File: src/sv/gcm_pkg.sv
`default_nettype none
// ----------------------------------------------------------------------------
// gcm_pkg
// shared types, codes and widths of the gcm authentication tag engine
// ----------------------------------------------------------------------------
package gcm_pkg;

   localparam int BLOCK_W     = 128;
   localparam int HALF_W      = 64;
   localparam int COUNT_W     = 5;
   localparam int LEN_W       = 61;
   localparam int DIGIT_W     = 32;
   localparam int DIGITS      = BLOCK_W / DIGIT_W;
   localparam int DIGIT_CNT_W = $clog2(DIGITS);
   localparam int BLOCK_BYTES = BLOCK_W / 8;

   localparam int REQ_DATA_W  = 136;
   localparam int RSP_DATA_W  = 136;
   localparam int OP_W        = 2;
   localparam int CSR_IDX_W   = 2;

   localparam int QUEUE_DEPTH = 4;

   localparam logic [7:0] REDUCE_BYTE = 8'he1;

   // request op codes
   localparam logic [OP_W-1:0] OP_AAD    = 2'd0;
   localparam logic [OP_W-1:0] OP_TEXT   = 2'd1;
   localparam logic [OP_W-1:0] OP_FINISH = 2'd2;

   // register indexes
   localparam logic [CSR_IDX_W-1:0] CSR_KEY_HI  = 2'd0;
   localparam logic [CSR_IDX_W-1:0] CSR_KEY_LO  = 2'd1;
   localparam logic [CSR_IDX_W-1:0] CSR_MASK_HI = 2'd2;
   localparam logic [CSR_IDX_W-1:0] CSR_MASK_LO = 2'd3;

   typedef enum logic [1:0] {
      CMD_AAD,
      CMD_TEXT,
      CMD_FINISH
   } cmd_kind_type;

   typedef struct packed {
      cmd_kind_type         kind;
      logic [BLOCK_W-1:0]   blk;
      logic [COUNT_W-1:0]   count;
   } cmd_type;

endpackage
`default_nettype wire

File: src/sv/gcm_queue.sv
`default_nettype none
// ----------------------------------------------------------------------------
// gcm_queue
// small command queue between the front and the hash datapath
// ----------------------------------------------------------------------------
module gcm_queue #(
   parameter int DEPTH = gcm_pkg::QUEUE_DEPTH
) (
   input  wire logic             clock,
   input  wire logic             reset,
   input  wire logic             push,
   input  wire gcm_pkg::cmd_type push_cmd,
   output logic                  full,
   input  wire logic             pop,
   output gcm_pkg::cmd_type      head,
   output logic                  empty
);
   import gcm_pkg::*;

   localparam int PTR_W = $clog2(DEPTH);
   localparam int CNT_W = $clog2(DEPTH + 1);

   cmd_type            entry_ff [DEPTH];
   logic [PTR_W-1:0]   wr_ptr_ff, wr_ptr_in;
   logic [PTR_W-1:0]   rd_ptr_ff, rd_ptr_in;
   logic [CNT_W-1:0]   fill_ff, fill_in;
   logic               do_push;
   logic               do_pop;

   assign full    = (fill_ff == CNT_W'(DEPTH));
   assign empty   = (fill_ff == '0);
   assign head    = entry_ff[rd_ptr_ff];
   assign do_push = push && !full;
   assign do_pop  = pop && !empty;

   always_comb begin
      wr_ptr_in = wr_ptr_ff;
      rd_ptr_in = rd_ptr_ff;
      fill_in   = fill_ff;
      if (do_push) begin
         wr_ptr_in = (wr_ptr_ff == PTR_W'(DEPTH - 1)) ? '0 : wr_ptr_ff + 1'b1;
      end
      if (do_pop) begin
         rd_ptr_in = (rd_ptr_ff == PTR_W'(DEPTH - 1)) ? '0 : rd_ptr_ff + 1'b1;
      end
      if (do_push && !do_pop) begin
         fill_in = fill_ff + 1'b1;
      end else if (do_pop && !do_push) begin
         fill_in = fill_ff - 1'b1;
      end
   end

   always_ff @(posedge clock) begin
      if (reset) begin
         wr_ptr_ff <= '0;
         rd_ptr_ff <= '0;
         fill_ff   <= '0;
      end else begin
         wr_ptr_ff <= wr_ptr_in;
         rd_ptr_ff <= rd_ptr_in;
         fill_ff   <= fill_in;
      end
   end

   always_ff @(posedge clock) begin
      if (do_push) begin
         entry_ff[wr_ptr_ff] <= push_cmd;
      end
   end

endmodule
`default_nettype wire

File: config.mk
export PLATFORM = sky130hd
export DESIGN_NAME = gcm_queue
export DESIGN_NICKNAME = d
export VERILOG_FILES = /design/src/sv/gcm_pkg.sv /design/src/sv/gcm_queue.sv
export SDC_FILE = /design/constraint.sdc
export NUM_CORES = 1
export LEC_CHECK = 0
export ABC_CLOCK_PERIOD_IN_PS = 6300
export BUFFER_PORTS_ARGS = -buffer_cell sky130_fd_sc_hd__buf_4
export CORE_MARGIN = 2
export CORE_UTILIZATION = 50
export DETAILED_ROUTE_END_ITERATION = 12
export PLACE_DENSITY = 0.71
export SYNTH_ARGS = -nofsm -noshare
export SYNTH_HDL_FRONTEND = slang
export SYNTH_SLANG_ARGS = --single-unit
File: constraint.sdc
create_clock -name clock -period 6.3 [get_ports clock]
set_clock_uncertainty 0.05 [all_clocks]
set_input_delay 0.315 -clock clock [delete_from_list [all_inputs] [get_ports clock]]
set_output_delay 0.315 -clock clock [all_outputs]
set_load 0.1 [all_outputs]
-- Word level (Yosys, flattened, before mapping)
Memories as Yosys holds them, arrays and structs flattened. A register that Yosys moved wholly into a read port is not among the register bits.
Index checks and enable logic that the tools add are counted.
Widths: inputs -> output; s select.
- add/sub/neg operators: 4
- equality and inequality tests: 3
- mux-type cells: 8
- reduce and logical (&&, ||, !) cells: 10
- operators by type and width (kind ; number):
    $mux 2 ; 4
    $mux 3 ; 2
    $add 2x1->2 const B ; 2
    $eq 2x2->1 const B ; 2
    $logic_and 1x1->1 ; 4
    $logic_not 1->1 ; 4
    $add 3x1->3 const B ; 1
    $eq 3x3->1 const B ; 1
    $logic_not 3->1 ; 1
    $sub 3x1->3 const B ; 1
    $mux 1 ; 2
    $reduce_bool 2->1 ; 1
- register bits: 7
- bits in writable memories: 540
- input bits: 139
- output and inout bits: 137
- memories kept: 1
- memories (memory ; words ; width ; read ports ; clocked after memory_dff ; wr ports ; RTL line ; text):
    entry_ff ; 4 ; 135 ; 1 ; 1 ; 1 ; gcm_queue.sv:23 ; cmd_type entry_ff [DEPTH];

-- Logic depth before layout (Yosys ltp)
Gate-level depths: netlist (run 1).
- depth after elaboration: 7
- depth in mapped cells: 10
- depth with buffers taken out: 9

-- Worst setup path after synthesis (run 1)
Ideal clock, no wire load.
- path type: register -> register
- start: reg fill_ff[0]
- end: mem entry_ff[0][0] (netlist name), enable pin
- arrival: 3.831 ns
- data required time: 5.738 ns
- slack: 1.907 ns
- stages on the path, launching flop included: 4
- period minus slack after synthesis: 4.393 ns
- path through: dfxtp_1 -> or3b_1 -> buf_2 -> and3_1
- word-level cells in the longest chain between the ends: 5
- RTL lines (element ; RTL line ; text):
    from (decl) ; gcm_queue.sv:26 ; logic [CNT_W-1:0] fill_ff, fill_in;
    from (signal assigned) ; gcm_queue.sv:61 ; fill_ff <= fill_in;
    $eq 3x3->1 ; gcm_queue.sv:30 ; assign full = (fill_ff == CNT_W'(DEPTH));
    $logic_not 1->1 ; gcm_queue.sv:33 ; assign do_push = push && !full;
    $logic_and 1x1->1 ; gcm_queue.sv:33 ;
    $mux 1 ; gcm_queue.sv:66 ; if (do_push) begin
    $mux 1 (not written as such) ; gcm_queue.sv:67 ; entry_ff[wr_ptr_ff] <= push_cmd;
    to (decl) ; gcm_queue.sv:23 ;
No other way between the ends.

==> impl_metrics.yaml, run 1 <==
synth:
  synth_nets: 901
  ys_top_cells_by_area: "edfxtp_1 (81%), mux4_2 (15%), dfxtp_1 (0.90%)"
  synth_edf_count: 540
  synth_cell_types: 23
  synthCells: 755
  synth_commonest_cells: "edfxtp_1 (540), mux4_2 (135), buf_2 (16), dfxtp_1 (9), clkbuf_1 (8)"
  async_flop_share: 0
  netlist_area_um2: 19900
  yosysMostFrequentCell: "edfxtp_1"
  synthDominantCellAreaShare: 0.814
  synthFlopType: "edfxtp_1"
  ys_ff_latch: 549
  synth_warnings: 0
  yosys.area.top_type: "edfxtp_1"
  synth.avg_cell_area_um2: 26.4
  ys_seq_area_frac: 0.823
sta:
  hold_viol_final: 0
  rsz0062_at_grt: "no"
  finalMaxSlewViolations: 0
  fin_crit_sh: 0.560
  tns_ns: 0
  relSlewSlack: 0.295
  max_freq_mhz: 283
  worstMarginPinSlew_ns: 1.06
  period_needed_ns: 3.53
  finalSetupViolations: 0
worst_hold_path:
  hold_path_class: "in2reg"
  whs_path_depth: 4
critical_path:
  cp_common_cell: "buf_4"
  cp_slowest_cell: "dfxtp_4"
  path_max_fanout: 42
  worst_r2r_path_depth: 3
  critPathArrivalTime_ns: 3.17
  reg2reg_to: "entry_ff[2][44]"
  cp-end-kind: "primary output"
  worstPathRequired_ns: 5.93
  critPathMaxStageDelay_ns: 0.95
  crit_chain: "buf_4 > mux4_2 > buf_4"
  r2r_setup_slack_ns: 3.65
  cp-endpoint: "head[38]"
  critPathLaunchType: "flip-flop"
  criticalPathCategory: "reg2out"
  rr_startpoint: "fill_ff[0]"
global_route:
  grt_max_degree: 76
  grt_antenna_before_repair: 5
  grt_pass1_vias: 10200
  grt.total_usage: 0.193
  grt-ovfl-total: 0
  grt_pass1_wl_mm: 59.7
route:
  wirelength_mm: 39.3
  m1WireLength_mm: 16.7
  met3_length_mm: 2.91
  routed-wl-met2_mm: 18.9
  drt-initial-drc-count: 651
  top_layer: "met5"
  detail-route-antenna-nets: 0
  drc: 0
  drt-vias-per-instance: 5.38
  vias: 9522
  wl_per_cell_um: 22.2
  drtPass1Iterations: 5
flow_run:
  drv_cap: 0
clock_network:
  cts_buffers: 54
  htree_levels: 2
  cts-root-buf: "clkbuf_16"
  clk_latency_ns: 0.58
  cts_tree: "yes"
  clk_path_buf_depth: 3
  cts_sinks: 549
  clkTransAtPathRegs_ns: 0.06
power:
  power_frac_seq: 0.368
  power_density_nw_per_um2: 483
  p_clk_frac: 0.256
  combPwrFrac: 0.376
  p_leak_uw: 0.00871
  power.switching_uw: 4980
  switching_share: 0.400
  ir_worst_vdd_mv: 0.384
  p_int_uw: 7470
floorplan:
  fp.dieH_um: 204
  die_w_um: 204
  dieArea_um2: 41400
  io_pins: 276
  coreArea_um2: 39500
  row_count: 73
  start_util: 0.503
outcome:
  status: "complete, no violations"
finish:
  nets: 1346
  multiInputGateArea_um2: 3320
  nFillCells: 2537
  ff_latch_area_um2: 16400
  layout-drive-gt1-share: 0.404
  syn_to_final_growth_pct: 29.3
  fin_area_um2: 25700
placed_design:
  place_hpwl_mm: 22.3
  place_area_um2: 22600
  gp_congestion: 0.726
  port-buffer-count: 275
[through the flow]
step                      hold WS, ns   util  setup WS [ns]  total power [uW]  cells
after floorplan                 0.364      -           1.91              8370    755
after detailed placement        0.439  0.571           3.25              9310   1531
after CTS                      0.0990  0.651           2.60             12600   1767
after global placement          0.426  0.571           3.24              9290   1531
final                           0.138  0.651           2.77             12400   1771
after global routing            0.137  0.651           2.47             12800   1770
[timing repair]
action | CTS | global route
endpoints found under the setup margin | 0 | 0
buffers inserted | 0 | 0
gates resized for setup | 0 | 0
endpoints found under the hold margin | 549 | 0
hold buffers | 138 | 0
[cells by family after synthesis]
kind of cell    synth area share
flops                      0.823
mux                        0.154
buf+inv                   0.0109
simple gates             0.00427
compound gates           0.00201
fa+ha+maj                0.00478
xor+xnor                0.000880
[registers in the layout, indices dropped and copies added, names as in the netlist, named ones only]
name and cells:
rd_ptr_ff 2, entry_ff 540, fill_ff 3, wr_ptr_ff 2
[layout by cell type (no fill, tap or decap)]
master / count
a21oi_1: 3
and3_4: 4
buf_12: 5
buf_4: 278
bufinv_16: 6
clkbuf_1: 8
clkbuf_16: 57
clkinv_1: 13
clkinv_2: 13
clkinv_4: 1
clkinv_8: 1
dfxtp_1: 7
dfxtp_4: 2
diode_2: 4
dlygate4sd3_1: 138
edfxtp_1: 540
fa_1: 1
ha_1: 6
inv_1: 4
mux2i_1: 2
mux4_2: 135
nand2_1: 1
nand3_1: 2
nor2_1: 4
nor3_1: 2
o21ai_0: 2
o31ai_1: 2
or3_1: 2
or3b_1: 1
xor2_1: 2
[worst max-delay path: cells and delay by family, from the launching register on]
kind / cells / cell delay, ns
buffers and inverters: 2 / 0.97
flip-flops: 1 / 0.95
multiplexers: 1 / 0.62
[metal layers]
metal  vias up  global-route usage
met5         -                   0
met4         2              0.0529
met1      4986               0.268
met3        65              0.0526
li1       4163                   -
met2       306               0.308
[worst min-delay path by stage]
stage	startpoint	end	slack, ns
final	pop	flip-flop	0.14
after CTS	pop	flip-flop	0.1
after global placement	rd_ptr_ff[0]	flip-flop	0.43
after detailed placement	rd_ptr_ff[0]	flip-flop	0.44
after global routing	pop	flip-flop	0.14
after floorplan	push_cmd[0]	entry_ff[0][0]	0.36
[layout make-up]
| type | count | area share |
|---|---|---|
| repair buffers | 421 | 0.139 |
| clock inverters | 33 | 0.0122 |
| multi-input cells | 169 | 0.129 |
| flip-flops and latches | 549 | 0.637 |
| diodes | 4 | 0.000389 |
| inverters | 5 | 0.000778 |
| well taps | 525 | 0.0255 |
| clock buffers | 65 | 0.0566 |
[power by group through the flow]
stage                     Combinational, uW  Clock [uW]  Sequential (uW)
after floorplan                        3780           0             4590
after global placement                 4640           0             4650
after detailed placement               4640           0             4670
after CTS                              4720        3250             4600
after global routing                   4820        3380             4630
final                                  4680        3180             4580
Note: power is estimated with default switching activity, not from simulation.
==> inputs of run 2 (changes only) <==
Settings changed: ABC_CLOCK_PERIOD_IN_PS 6300 to 3400.
Clock period 6.3 ns to 3.4 ns, I/O delays scaled along.
==> run 2 against run 1 <==
  * Clock power grew 89%
  * Combinational power grew 89%
  * Sequential share of layout area shrank 0.60 points
  * Worst hold slack gained 0.13 ns
  * Flip-flop and latch count is the same
  * Clock-buffer cell count grew 7
  * First-iteration DRC count shrank 7.5%
  * Non-clock buffer count grew 14
  * Total power grew 87%
  * Die area is the same
  * Register-to-register slack lost 2.6 ns
  * Global-route usage shrank 0.19 points
  * Largest power group unchanged
  * Highest routed layer unchanged
==> impl_metrics.yaml, run 2 (same netlist as run 1, synthesis figures left out) <==
critical_path:
  critPathLaunchType: "flip-flop"
  r2r_setup_slack_ns: 1.04
  cp_slowest_cell: "dfxtp_4"
  crit_buf_inv: 2
  rr_startpoint: "fill_ff[0]"
  crit_chain: "buf_12 > mux4_2 > buf_4"
  cp-end-kind: "primary output"
  path_max_fanout: 29
  critPathMaxStageDelay_ns: 0.78
  criticalPathCategory: "reg2out"
  reg2reg_to: "fill_ff[2]"
  cp-endpoint: "head[72]"
  worstPathRequired_ns: 3.18
  critPathArrivalTime_ns: 2.56
  cp.depth: 3
  worst_r2r_path_depth: 9
  crit_family: "flip-flops"
power:
  combPwrFrac: 0.381
  switching_share: 0.398
  power.switching_uw: 9260
  power_frac_seq: 0.361
  p_leak_uw: 0.00881
  p_clk_frac: 0.258
  p_int_uw: 14000
  power_density_nw_per_um2: 895
  ir_worst_vdd_mv: 0.890
global_route:
  grt_max_degree: 62
  grt_pass1_wl_mm: 59.2
  grt_pass1_vias: 10200
  grt_antenna_before_repair: 2
  grt.total_usage: 0.191
  grt-ovfl-total: 0
floorplan:
  io_pins: 276
  coreArea_um2: 39500
  row_count: 73
  die_w_um: 204
  dieArea_um2: 41400
  fp.dieH_um: 204
  start_util: 0.503
clock_network:
  clkTransAtPathRegs_ns: 0.06
  clk_path_buf_depth: 3
  cts_buffers: 54
  cts-root-buf: "clkbuf_16"
  htree_levels: 2
  cts_sinks: 549
  post_cts_buffers: 0
  clk_latency_ns: 0.60
  cts_tree: "yes"
placed_design:
  pre_cts_slack_ns: 1.06
  port-buffer-count: 275
  place_hpwl_mm: 22.9
  gp_congestion: 0.710
sta:
  rsz0062_at_grt: "no"
  period_needed_ns: 2.78
  worstMarginPinSlew_ns: 0.823
  finalMaxSlewViolations: 0
  hold_viol_final: 0
  max_freq_mhz: 359
  tns_ns: 0
  relSlewSlack: 0.452
  worst_slack_ns: 0.616
  finalSetupViolations: 0
  fin_crit_sh: 0.819
route:
  vias: 9455
  wl_per_cell_um: 22.1
  wirelength_mm: 39.4
  drtPass1Iterations: 6
  drt-vias-per-instance: 5.31
  drt-initial-drc-count: 602
  detail-route-antenna-nets: 0
  drc: 0
finish:
  final_cell_mix: "edfxtp_1 (540), buf_4 (283), dlygate4sd3_1 (138)"
  top_regs: "entry_ff (540), fill_ff (3)"
  largest_reg_flops: 540
  syn_to_final_growth_pct: 30.5
  layout_commonest_cell: "edfxtp_1"
  top_register: "entry_ff"
  layout-drive-gt1-share: 0.414
  nets: 1360
outcome:
  status: "complete, no violations"
worst_hold_path:
  hold_path_class: "in2reg"
  whs_path_depth: 2
flow_run:
  drv_cap: 0
## run 2: cell types whose count changed in the layout (fill, tap and decap cells not counted), sizes merged
cell	change
clkinvlp	+4
clkbuf	+7
buf	+14
diode	-2
clkinv	-12
## run 2: power by group through the flow
stage	registers [uW]	logic (uW)	clock network, uW
floorplan	8460	7010	0
global placement	8520	8770	0
detailed placement	8560	8790	0
CTS	8430	8940	6110
global route	8480	9140	6370
finish	8410	8860	6010
## run 2: layer usage
layer,GRT usage,vias up,share of wire
li1,-,4186,-
met3,0.0476,69,0.063
met1,0.260,4935,0.42
met5,0,-,0.00041
met2,0.308,263,0.49
met4,0.0647,2,0.022
## run 2: cell type report
cell class | count | area [um^2]
Multi-Input combinational cell | 169 | 3320
Fill cell | 2512 | 13600
Tap cell | 525 | 657
Clock inverter | 25 | 279
Antenna cell | 2 | 5.00
Inverter | 5 | 20.0
Sequential cell | 549 | 16400
Clock buffer | 72 | 1520
Timing Repair Buffer | 435 | 3790
## run 2: how the worst min path moves through the flow
stage / from / endpoint
after global placement: push_cmd[63] / entry_ff[2][63]
after CTS: push_cmd[57] / entry_ff[2][57]
after detailed placement: push_cmd[14] / entry_ff[2][14]
after floorplan: push_cmd[0] / entry_ff[0][0]
final: push_cmd[10] / entry_ff[1][10]
after global routing: push_cmd[59] / entry_ff[2][59]
## run 2: what timing repair did
action                                 CTS  global route
resized for setup                        0             0
hold buffers                           138             0
endpoints found under the hold margin  549             0
setup endpoints to repair                0             0
## run 2: per-stage QoR
stage | area [um^2] | utilization | total power [uW] | std cells | hold WS [ns]
6_report | 26000 | 0.657 | 23300 | 1782 | 0.270
5_1_grt | 26000 | 0.657 | 24000 | 1781 | 0.254
4_1_cts | 26000 | 0.657 | 23500 | 1780 | 0.231
3_5_place_dp | 22800 | 0.577 | 17400 | 1545 | 0.323
3_3_place_gp | 22800 | 0.577 | 17300 | 1545 | 0.321
2_1_floorplan | 19900 | - | 15500 | 755 | 0.219
