$ cat config.mk
export PLATFORM = sky130hd
export DESIGN_NAME = gcm_front
export DESIGN_NICKNAME = d
export VERILOG_FILES = /design/src/sv/gcm_pkg.sv /design/src/sv/gcm_front.sv
export SDC_FILE = /design/constraint.sdc
export NUM_CORES = 1
export LEC_CHECK = 0
export ABC_AREA = 1
export BUFFER_PORTS_ARGS = -buffer_cell sky130_fd_sc_hd__buf_4
export CAP_MARGIN = 20
export CORE_AREA = 4 4 105 107
export DETAILED_ROUTE_END_ITERATION = 8
export DIE_AREA = 0 0 109 111
export SETUP_SLACK_MARGIN = 0.1
export SYNTH_ARGS = -nofsm -noshare
export SYNTH_HDL_FRONTEND = slang
export SYNTH_SLANG_ARGS = --single-unit
$ cat constraint.sdc
create_clock -name vclk -period 0.8
set_input_delay 0.04 -clock vclk [all_inputs]
set_output_delay 0.04 -clock vclk [all_outputs]
set_load 0.05 [all_outputs]
$ cat src/sv/gcm_pkg.sv
`default_nettype none
// ----------------------------------------------------------------------------
// gcm_pkg
// shared types, codes and widths of the gcm authentication tag engine
// ----------------------------------------------------------------------------
package gcm_pkg;

   localparam int BLOCK_W     = 128;
   localparam int HALF_W      = 64;
   localparam int COUNT_W     = 5;
   localparam int LEN_W       = 61;
   localparam int DIGIT_W     = 32;
   localparam int DIGITS      = BLOCK_W / DIGIT_W;
   localparam int DIGIT_CNT_W = $clog2(DIGITS);
   localparam int BLOCK_BYTES = BLOCK_W / 8;

   localparam int REQ_DATA_W  = 136;
   localparam int RSP_DATA_W  = 136;
   localparam int OP_W        = 2;
   localparam int CSR_IDX_W   = 2;

   localparam int QUEUE_DEPTH = 4;

   localparam logic [7:0] REDUCE_BYTE = 8'he1;

   // request op codes
   localparam logic [OP_W-1:0] OP_AAD    = 2'd0;
   localparam logic [OP_W-1:0] OP_TEXT   = 2'd1;
   localparam logic [OP_W-1:0] OP_FINISH = 2'd2;

   // register indexes
   localparam logic [CSR_IDX_W-1:0] CSR_KEY_HI  = 2'd0;
   localparam logic [CSR_IDX_W-1:0] CSR_KEY_LO  = 2'd1;
   localparam logic [CSR_IDX_W-1:0] CSR_MASK_HI = 2'd2;
   localparam logic [CSR_IDX_W-1:0] CSR_MASK_LO = 2'd3;

   typedef enum logic [1:0] {
      CMD_AAD,
      CMD_TEXT,
      CMD_FINISH
   } cmd_kind_type;

   typedef struct packed {
      cmd_kind_type         kind;
      logic [BLOCK_W-1:0]   blk;
      logic [COUNT_W-1:0]   count;
   } cmd_type;

endpackage
`default_nettype wire

$ cat src/sv/gcm_front.sv
`default_nettype none
// ----------------------------------------------------------------------------
// gcm_front
// accepts request items, pads short blocks, drops empty or unused items
// ----------------------------------------------------------------------------
module gcm_front (
   input  wire logic                            req_tvalid,
   output logic                                 req_tready,
   input  wire logic [gcm_pkg::REQ_DATA_W-1:0]  req_tdata,
   input  wire logic [gcm_pkg::OP_W-1:0]        req_tuser,
   input  wire logic                            q_full,
   output logic                                 push,
   output gcm_pkg::cmd_type                     cmd
);
   import gcm_pkg::*;

   logic [HALF_W-1:0]  blk_hi;
   logic [HALF_W-1:0]  blk_lo;
   logic [COUNT_W-1:0] raw_count;
   logic [COUNT_W-1:0] count;
   logic [BLOCK_W-1:0] blk;
   logic [BLOCK_W-1:0] padded;
   logic               keep;

   assign blk_hi     = req_tdata[HALF_W-1:0];
   assign blk_lo     = req_tdata[2*HALF_W-1:HALF_W];
   assign raw_count  = req_tdata[2*HALF_W+COUNT_W-1:2*HALF_W];
   assign blk        = {blk_hi, blk_lo};
   assign req_tready = !q_full;

   always_comb begin
      count = (raw_count > COUNT_W'(BLOCK_BYTES)) ? COUNT_W'(BLOCK_BYTES) : raw_count;
      // keep leading bytes, byte 0 in the top bits
      for (int b = 0; b < BLOCK_BYTES; b++) begin
         padded[BLOCK_W-1-8*b -: 8] = (b < int'(count)) ? blk[BLOCK_W-1-8*b -: 8] : 8'h00;
      end
      cmd.count = count;
      cmd.blk   = padded;
      cmd.kind  = CMD_AAD;
      keep      = 1'b0;
      case (req_tuser)
         OP_AAD: begin
            cmd.kind = CMD_AAD;
            keep     = (raw_count != '0);
         end
         OP_TEXT: begin
            cmd.kind = CMD_TEXT;
            keep     = (raw_count != '0);
         end
         OP_FINISH: begin
            cmd.kind = CMD_FINISH;
            cmd.blk  = blk;
            keep     = 1'b1;
         end
         default: begin
            keep = 1'b0;
         end
      endcase
   end

   assign push = req_tvalid && !q_full && keep;

endmodule
`default_nettype wire

======== Word level (Yosys, flattened, before mapping) ========
Index checks and enable logic that the tools add are counted.
operators by class
  order comparisons ....................... 17
  eq/ne operators ......................... 2
  multiplexer cells ....................... 20
  reductions and logical operators ........ 6
operator list
  kind                  count
  $mux W128             1
  $mux W8               16
  $lt A4 B5 Y1 const A  8
  $lt A3 B5 Y1 const A  4
  $lt A1 B5 Y1 const A  2
  $lt A2 B5 Y1 const A  2
  $gt A5 B5 Y1 const B  1
  $mux W5               1
  $reduce_bool A5 Y1    1
  $pmux W2 S2           1
  $eq A2 B1 Y1 const B  1
  $eq A2 B2 Y1 const B  1
  $logic_and A1 B1 Y1   2
  $logic_not A2 Y1      1
  $pmux W1 S2           1
  $reduce_or A2 Y1      1
  $logic_not A1 Y1      1
word-level totals
  flip-flop bits (word level) ............. 0
  input bits .............................. 140
  output and inout port bits .............. 137
  logic and storage cells ................. 45

======== Depth between registers and ports, before layout ========
Gate-level depths: netlist of the first run.
  depth after elaboration ................. 5
  depth in mapped cells ................... 7
  depth with buffers taken out ............ 6

======== Worst setup path before layout of the first run ========
Ideal clock, no wire load.
  kind .................................... input port to output port
  from .................................... in req_tdata[131] (netlist name)
  to ...................................... out cmd[21] (netlist name)
  arrival time ............................ 1.720 ns
  data required time ...................... 0.760 ns
  slack ................................... -0.960 ns
  stages on the path ...................... 4
  buffers on the path ..................... 0
  cell sequence ........................... inv_2 > nor2_1 > a21oi_4 > nor2_1
RTL lines
  element      RTL line         RTL
  from (decl)  gcm_front.sv:9   input wire logic [gcm_pkg::REQ_DATA_W-1:0] req_tdata,
  to (decl)    gcm_front.sv:13  output gcm_pkg::cmd_type cmd

==> results of run 1 <==
area by class of cell:
| class | instances | area share |
|---|---|---|
| inverter | 139 | 0.0984 |
| multi-input combinational | 169 | 0.318 |
| tap | 136 | 0.0302 |
| timing repair buffer | 310 | 0.553 |
synth_stat cells (2+ instances only):
master and count:
inv_2 3, nor2_2 2, nor2_1 103, inv_1 134
buf_6 2, nor2_4 3, nand3_1 2, a21oi_4 3
nand2_1 25, a21oi_1 15, nand2_2 4, inv_4 2
a21oi_2 3
worst max-delay path, stage by stage:
cell        delay (ps)
buf_8               80
clkinvlp_4         110
nand2_4            110
nand3_4            160
buf_12             180
inv_8               60
buf_12             140
a21oi_4             60
buf_6              160
routing by layer:
metal / part of all wire / GRT usage
met1: 0.31 / 0.151
met2: 0.57 / 0.285
met3: 0.12 / 0.0349
met4: 0.0060 / 0.00673
met5: 0 / 0
power by group:
part	internal [mW]	switching (mW)	total, mW
clock	0	0	0
combinational	2.03	2.97	5.00
sequential	0	0	0
total	2.03	2.97	5.00
kinds of logic after synthesis:
| kind of cell | after synthesis | synth area share |
|---|---|---|
| buffers and inverters | 145 | 0.412 |
| and+or+nand+nor | 145 | 0.466 |
| AOI/OAI and AO/OA | 24 | 0.122 |
repair_timing:
action	CTS	global route
gates resized for setup	175	53
cloned	1	0
setup buffers	6	3
pin swaps	21	12
endpoints found under the setup margin	133	133
path summary, 6_finish.rpt:
check	start	endpoint	cells after the start
hold / removal	req_tdata[132]	cmd[4]	2
setup / recovery	req_tuser[0]	cmd[98]	9
placed cells by master, fill, tap and decap left out, types with 3 or more instances in the layout:
cell / synthesis / layout
nand2_1: 25 / 13
nor2_2: 2 / 25
nand2_8: 0 / 4
buf_4: 1 / 153
inv_4: 2 / 4
buf_8: 0 / 16
inv_2: 3 / 8
buf_12: 0 / 15
nand2_4: 1 / 12
inv_1: 134 / 124
a21oi_2: 3 / 3
buf_6: 2 / 125
nor2_4: 3 / 82
a21oi_4: 3 / 18
stage by stage:
step | worst slack, ps | instances | utilization | cell area [sq um] | total power, mW
final | -327 | 754 | 0.557 | 5640 | 5.00
after detailed placement | -471 | 746 | 0.462 | 4680 | 4.34
after floorplan | -230 | 314 | - | 2220 | 2.81
after global routing | -392 | 754 | 0.557 | 5640 | 5.25
after CTS | -370 | 752 | 0.534 | 5410 | 4.87
after global placement | -456 | 746 | 0.462 | 4680 | 4.31
==> out/results.ini, run 1 <==
[status]
violations=negative setup slack
status=finished with violations

[pwr]
power_density_nw_per_um2=887
p_leak_nw=3.02
peakVddDrop_mv=0.450

[global_routing]
grt.overflow.total=0
first_global_vias=3114
grt_pass1_wl_um=14500
grt_antenna_before_repair=0
grt_max_degree=10
track_usage=0.142

[yosys]
synth.avg_cell_area_sq_um=4.41
synth_top_area_frac=0.363
yosys_warnings=0
synth_top_area_cell=inv_1
synthDistinctLibCells=26
syn_area_sq_um=1380
synth_area_leaders=inv_1 36%, nor2_1 28%, nand2_1 6.8%, a21oi_1 5.4%, a21oi_4 3.5%
syn_nets=454
ys_seq_area_frac=0
syn_inst=314

[timing]
fmax_mhz=888
worstMarginPinSlew_ps=258
finalMaxSlewViolations=0
rsz0062_at_grt=true
relSlewSlack=0.828
fin_hold_ws_ps=378
setup_viol=131
setup_slack_ps=-327
period_needed_ps=1130
final.setup.tns_ps=-33660
finalCritPeriodShare=1.41
finalHoldViolCount=0

[final_layout]
synthToLayoutAreaGrowth_pct=308
drive_above_1_share=0.772
n_fill_cell=913
seq_cell_count=0
seq_area_sq_um=0
multi_input_area_sq_um=1800
num_antenna_cells=0
final_nets=760
clkbuf_count=0

[worst_setup_path]
critPathRequiredTime_ps=760
worstPathMaxFanout=7
endpoint_kind=primary output
criticalPathCategory=input port to primary output
worstPathArrival_ps=1090
cp-start-kind=input port

[detailed_routing]
drtPass1Iterations=4
drc=0
drtIter0Drc=56
via_per_inst=3.76
wl_per_cell_um=12.2
dr_total_vias=2838
ant_nets=0
drt_wl_total_um=9230

[clock_network]
cts_hold_buf=0

[die]
die_h_um=111
core_area_sq_um=10100
die_area_sq_um=12100
fp.dieW_um=109
ios=277
rows=37
initial_core_util=0.136

[job]
cap_violations=0

[placement]
dp_hpwl_um=7820
gp_congestion=0.729
numPortBuffers=274

[min_path]
min_path_type=input port to primary output

(Power assumes the default switching activity.)
==> run 2, diff against run 1 <==
--- a/config.mk
+++ b/config.mk
@@ -8,9 +8,14 @@
 export ABC_AREA = 1
 export BUFFER_PORTS_ARGS = -buffer_cell sky130_fd_sc_hd__buf_4
 export CAP_MARGIN = 20
-export CORE_AREA = 4 4 105 107
+export CELL_PAD_IN_SITES_DETAIL_PLACEMENT = 1
+export CELL_PAD_IN_SITES_GLOBAL_PLACEMENT = 1
+export CORE_ASPECT_RATIO = 0.5
+export CORE_MARGIN = 4
+export CORE_UTILIZATION = 11
 export DETAILED_ROUTE_END_ITERATION = 8
-export DIE_AREA = 0 0 109 111
+export MAX_ROUTING_LAYER = met4
+export PLACE_DENSITY_LB_ADDON = 0.1
 export SETUP_SLACK_MARGIN = 0.1
 export SYNTH_ARGS = -nofsm -noshare
 export SYNTH_HDL_FRONTEND = slang
==> run 2 against run 1 <==
Net effect: the run still ends with negative setup slack left; global-route usage decreased by 0.94 points; worst hold slack is essentially flat; sequential share of layout area is the same; critical endpoint is now cmd[15]; largest cell class unchanged; largest power group unchanged; highest routed layer unchanged.
==> out/results.ini, run 2 (synthesis gave the netlist of run 1 again) <==
[detailed_routing]
drt_wl_total_um=10200  ; was 9230 um
drc=0  ; unchanged
drtPass1Iterations=3  ; was 4
drtIter0Drc=41  ; was 56
ant_nets=0  ; unchanged
via_per_inst=3.67  ; was 3.76
dr_total_vias=2877  ; was 2838
wl_per_cell_um=12.9  ; was 12.2 um

[final_layout]
num_antenna_cells=0  ; unchanged
n_fill_cell=1423  ; was 913
final_cells=784  ; was 754
clkbuf_count=0  ; unchanged
seq_cell_count=0  ; unchanged
final_common_cell=buf_4  ; unchanged
synthToLayoutAreaGrowth_pct=328  ; was 308%
final_cell_area_sq_um=5920  ; was 5640 sq um
drive_above_1_share=0.796  ; was 0.772
mostFrequentLayoutCells=141 x buf_4, 126 x buf_6, 116 x inv_1  ; was 153 x buf_4, 125 x buf_6, 124 x inv_1
final_nets=761  ; was 760
seq_area_sq_um=0  ; unchanged
final_util=0.491  ; was 0.557
multi_input_area_sq_um=1910  ; was 1800 sq um

[timing]
fmax_mhz=874  ; was 888 MHz
setup_slack_ps=-344  ; was -327 ps
final.setup.tns_ps=-38020  ; was -33660 ps
finalHoldViolCount=0  ; unchanged
finalCritPeriodShare=1.43  ; was 1.41
worstMarginPinSlew_ps=255  ; was 258 ps
finalMaxSlewViolations=0  ; unchanged
period_needed_ps=1140  ; was 1130 ps
relSlewSlack=0.830  ; was 0.828
rsz0062_at_grt=true  ; unchanged
setup_viol=130  ; was 131
fin_hold_ws_ps=378  ; about the same

[clock_network]
cts_hold_buf=0  ; unchanged

[global_routing]
first_global_vias=2978  ; was 3114
track_usage=0.132  ; was 0.142
grt_antenna_before_repair=0  ; unchanged
grt_pass1_wl_um=15600  ; was 14500 um
grt.overflow.total=0  ; unchanged
grt_max_degree=17  ; was 10

[placement]
numPortBuffers=274  ; unchanged
placed_cell_area_sq_um=4730  ; was 4680 sq um
dp_hpwl_um=8890  ; was 7820 um
dp.cells=776  ; was 746
gp_congestion=0.741  ; was 0.729

[pwr]
p_leak_nw=3.09  ; was 3.02 nW
peakVddDrop_mv=0.498  ; was 0.450 mV
power_density_nw_per_um2=872  ; was 887 nW/um^2

[worst_setup_path]
cp-start-kind=input port  ; unchanged
worstPathArrival_ps=1100  ; was 1090 ps
critPathRequiredTime_ps=760  ; about the same
endpoint_kind=primary output  ; unchanged
worstPathMaxFanout=8  ; was 7
criticalPathCategory=input port to primary output  ; unchanged

[die]
die_area_sq_um=14500  ; was 12100 sq um
rows=28  ; was 37
die_h_um=87.3  ; was 111 um
ios=277  ; unchanged
fp.dieW_um=167  ; was 109 um
core_area_sq_um=12100  ; was 10100 sq um
initial_core_util=0.115  ; was 0.136

[min_path]
min_path_type=input port to primary output  ; unchanged

[status]
violations=negative setup slack  ; unchanged
status=finished with violations  ; unchanged

[job]
cap_violations=0  ; unchanged

## run 2: cell types whose count changed in the layout (fill, tap and decap cells not counted), sizes merged
cell / delta
buf: +2
clkbuf: -1
clkinv: +1
inv: -1
## run 2: repair_timing
item / 4_1_cts / 5_1_grt
endpoints found under the setup margin: 132 / 133
buffers inserted: 7 / 3
pin swaps: 22 / 22
gates resized for setup: 200 / 86
## run 2: routing by layer
metal,track usage,vias up,part of all wire
met4,0.00668,0,0.0064
met1,0.150,1312,0.36
met3,0.0204,4,0.061
met2,0.262,111,0.57
met5,-,-,0
li1,-,1450,-
## run 2: path summary, 6_finish.rpt
kind / start / endpoint / cells after the start
setup / recovery: req_tuser[0] / cmd[15] / 9
hold / removal: q_full / req_tready / 3
## run 2: worst max-delay path, cell delays in order
cell and delay (ps):
buf_8 80, clkinvlp_4 110, a21oi_2 160, buf_6 180
nand2_8 90, o21ai_4 70, buf_12 170, nor2_4 40
buf_6 140
## run 2: area by class of cell
type	instances	area share
well taps	165	0.0349
inverters	139	0.0951
multi-input cells	169	0.322
repair buffers	311	0.548
## run 2: power breakdown
group          leakage [nW]  internal, mW  switching, mW
combinational          3.09          2.13           3.03
sequential                0             0              0
clock                     0             0              0
total                  3.09          2.13           3.03
## run 2: per-stage QoR
step | setup slack (ps) | power [mW]
finish | -344 | 5.16
floorplan | -230 | 2.81
CTS | -348 | 4.98
global placement | -461 | 4.35
global route | -424 | 5.41
detailed placement | -492 | 4.37
==> run 3, diff against run 2 <==
--- a/config.mk
+++ b/config.mk
@@ -17,6 +17,7 @@
 export MAX_ROUTING_LAYER = met4
 export PLACE_DENSITY_LB_ADDON = 0.1
 export SETUP_SLACK_MARGIN = 0.1
+export SKIP_LAST_GASP = 1
 export SYNTH_ARGS = -nofsm -noshare
 export SYNTH_HDL_FRONTEND = slang
 export SYNTH_SLANG_ARGS = --single-unit
==> run 3 against run 2 <==
Net effect: the run still ends with negative setup slack left; largest cell class unchanged; critical path type unchanged; critical endpoint unchanged; critical path depth is the same; global-route usage shrank 0.14 points; flip-flop and latch count is the same; via count shrank 0.66%; routed wire length shrank 0.98%; maximum frequency shrank 0.84%; largest power group unchanged.
==> out/results.ini, run 3 (synthesis gave the netlist of run 1 again) <==
[timing]
final.setup.tns_ps=-39690  ; was -38020 ps
period_needed_ps=1150  ; was 1140 ps
finalHoldViolCount=0  ; unchanged
setup_slack_ps=-354  ; was -344 ps
relSlewSlack=0.833  ; was 0.830
finalCritPeriodShare=1.44  ; was 1.43
fmax_mhz=866  ; was 874 MHz
worstMarginPinSlew_ps=250  ; was 255 ps
setup_viol=130  ; unchanged
finalMaxSlewViolations=0  ; unchanged
fin_hold_ws_ps=379  ; was 378 ps
rsz0062_at_grt=true  ; unchanged

[job]
cap_violations=0  ; unchanged

[placement]
dp_hpwl_um=8890  ; unchanged
numPortBuffers=274  ; unchanged
gp_congestion=0.741  ; unchanged

[worst_setup_path]
criticalPathCategory=input port to primary output  ; unchanged
critPathRequiredTime_ps=760  ; about the same
cp-start-kind=input port  ; unchanged
crit_path_start=req_tuser[0]  ; unchanged
crit_end=cmd[15]  ; unchanged
endpoint_kind=primary output  ; unchanged
worstPathArrival_ps=1110  ; was 1100 ps
worstPathMaxFanout=8  ; unchanged

[detailed_routing]
drtIter0Drc=45  ; was 41
via_per_inst=3.64  ; was 3.67
drtPass1Iterations=4  ; was 3
drc=0  ; unchanged
ant_nets=0  ; unchanged
wl_per_cell_um=12.8  ; was 12.9 um
drt_wl_total_um=10100  ; was 10200 um
dr_total_vias=2858  ; was 2877

[global_routing]
top_usage_layer=met2  ; unchanged
grt_antenna_before_repair=0  ; unchanged
grt_util_met1=0.148  ; was 0.150
grt.overflow.total=0  ; unchanged
grt_max_degree=17  ; unchanged
grt.met2_usage=0.259  ; was 0.262
grt_pass1_wl_um=15400  ; was 15600 um
track_usage=0.131  ; was 0.132
first_global_vias=2981  ; was 2978
grtUsageMet3=0.0190  ; was 0.0204

[final_layout]
mostFrequentLayoutCells=169 x buf_4, 116 x inv_1, 100 x buf_6  ; was 141 x buf_4, 126 x buf_6, 116 x inv_1
seq_area_sq_um=0  ; unchanged
clkbuf_count=0  ; unchanged
drive_above_1_share=0.797  ; was 0.796
num_antenna_cells=0  ; unchanged
synthToLayoutAreaGrowth_pct=319  ; was 328%
seq_cell_count=0  ; unchanged
final_nets=762  ; was 761
final_common_cell=buf_4  ; unchanged

[pwr]
clkPwrFrac=0  ; about the same
seqPwrFrac=0  ; about the same
peakVddDrop_mv=0.495  ; was 0.498 mV
power_density_nw_per_um2=875  ; was 872 nW/um^2
comb_power_share=1.000  ; about the same
p_leak_nw=3.06  ; was 3.09 nW
switchingPower_mw=3.01  ; was 3.03 mW
p_int_mw=2.06  ; was 2.13 mW
p_sw_frac=0.593  ; was 0.588

[die]
die_area_sq_um=14500  ; unchanged
die_h_um=87.3  ; unchanged
initial_core_util=0.115  ; unchanged
core_area_sq_um=12100  ; unchanged
rows=28  ; unchanged
ios=277  ; unchanged
fp.dieW_um=167  ; unchanged

[status]
status=finished with violations  ; unchanged
violations=negative setup slack  ; unchanged

[min_path]
hold_path_depth=3  ; unchanged
min_path_type=input port to primary output  ; unchanged

[clock_network]
cts_hold_buf=0  ; unchanged

## run 3: changes by cell type in the layout (fill, tap and decap cells not counted), sizes merged
cell / delta
buf: +1
clkinv: -1
inv: +1
## run 3: how the worst min path moves through the flow
| stage | startpoint | to | slack, ps |
|---|---|---|---|
| 6_report | q_full | req_tready | 380 |
| 5_1_grt | q_full | req_tready | 400 |
| 4_1_cts | q_full | req_tready | 380 |
| 3_5_place_dp | q_full | req_tready | 380 |
| 3_3_place_gp | q_full | req_tready | 370 |
| 2_1_floorplan | req_tdata[132] | cmd[3] | 150 |
## run 3: stage by stage
step / worst slack [ps] / instances / util / cell area, sq um / total power, mW
after floorplan: -230 / 314 / - / 2220 / 2.81
after global placement: -461 / 776 / 0.392 / 4730 / 4.35
after detailed placement: -492 / 776 / 0.392 / 4730 / 4.37
after CTS: -352 / 782 / 0.454 / 5470 / 4.90
after global routing: -435 / 785 / 0.481 / 5800 / 5.32
final: -354 / 785 / 0.481 / 5800 / 5.07
## run 3: metal layers
metal,part of all wire,vias to the layer above
li1,-,1450
met1,0.36,1293
met2,0.57,111
met3,0.058,4
met4,0.0065,0
met5,0,-
## run 3: power groups by stage
| stage | combinational [mW] | sequential [mW] | clock, mW |
|---|---|---|---|
| 2_1_floorplan | 2.81 | 0 | 0 |
| 3_3_place_gp | 4.35 | 0 | 0 |
| 3_5_place_dp | 4.37 | 0 | 0 |
| 4_1_cts | 4.90 | 0 | 0 |
| 5_1_grt | 5.32 | 0 | 0 |
| 6_report | 5.07 | 0 | 0 |
## run 3: worst max-delay path, stage by stage
cell and delay [ps]:
buf_8 80, clkinvlp_4 120, a21oi_2 170, buf_6 180, nand2_8 90, o21ai_4 70, buf_12 170, nor2_4 40
buf_6 140
## run 3: final cells by class
| class | instances | area (sq um) |
|---|---|---|
| multi-input cells | 169 | 1900 |
| well taps | 165 | 206 |
| fillers | 1436 | 6250 |
| inverters | 139 | 561 |
| repair buffers | 312 | 3140 |
## run 3: timing repair
| action | 4_1_cts | 5_1_grt |
|---|---|---|
| pin swaps | 22 | 19 |
| resized for setup | 170 | 85 |
| setup buffers | 7 | 4 |
| endpoints found under the setup margin | 132 | 133 |
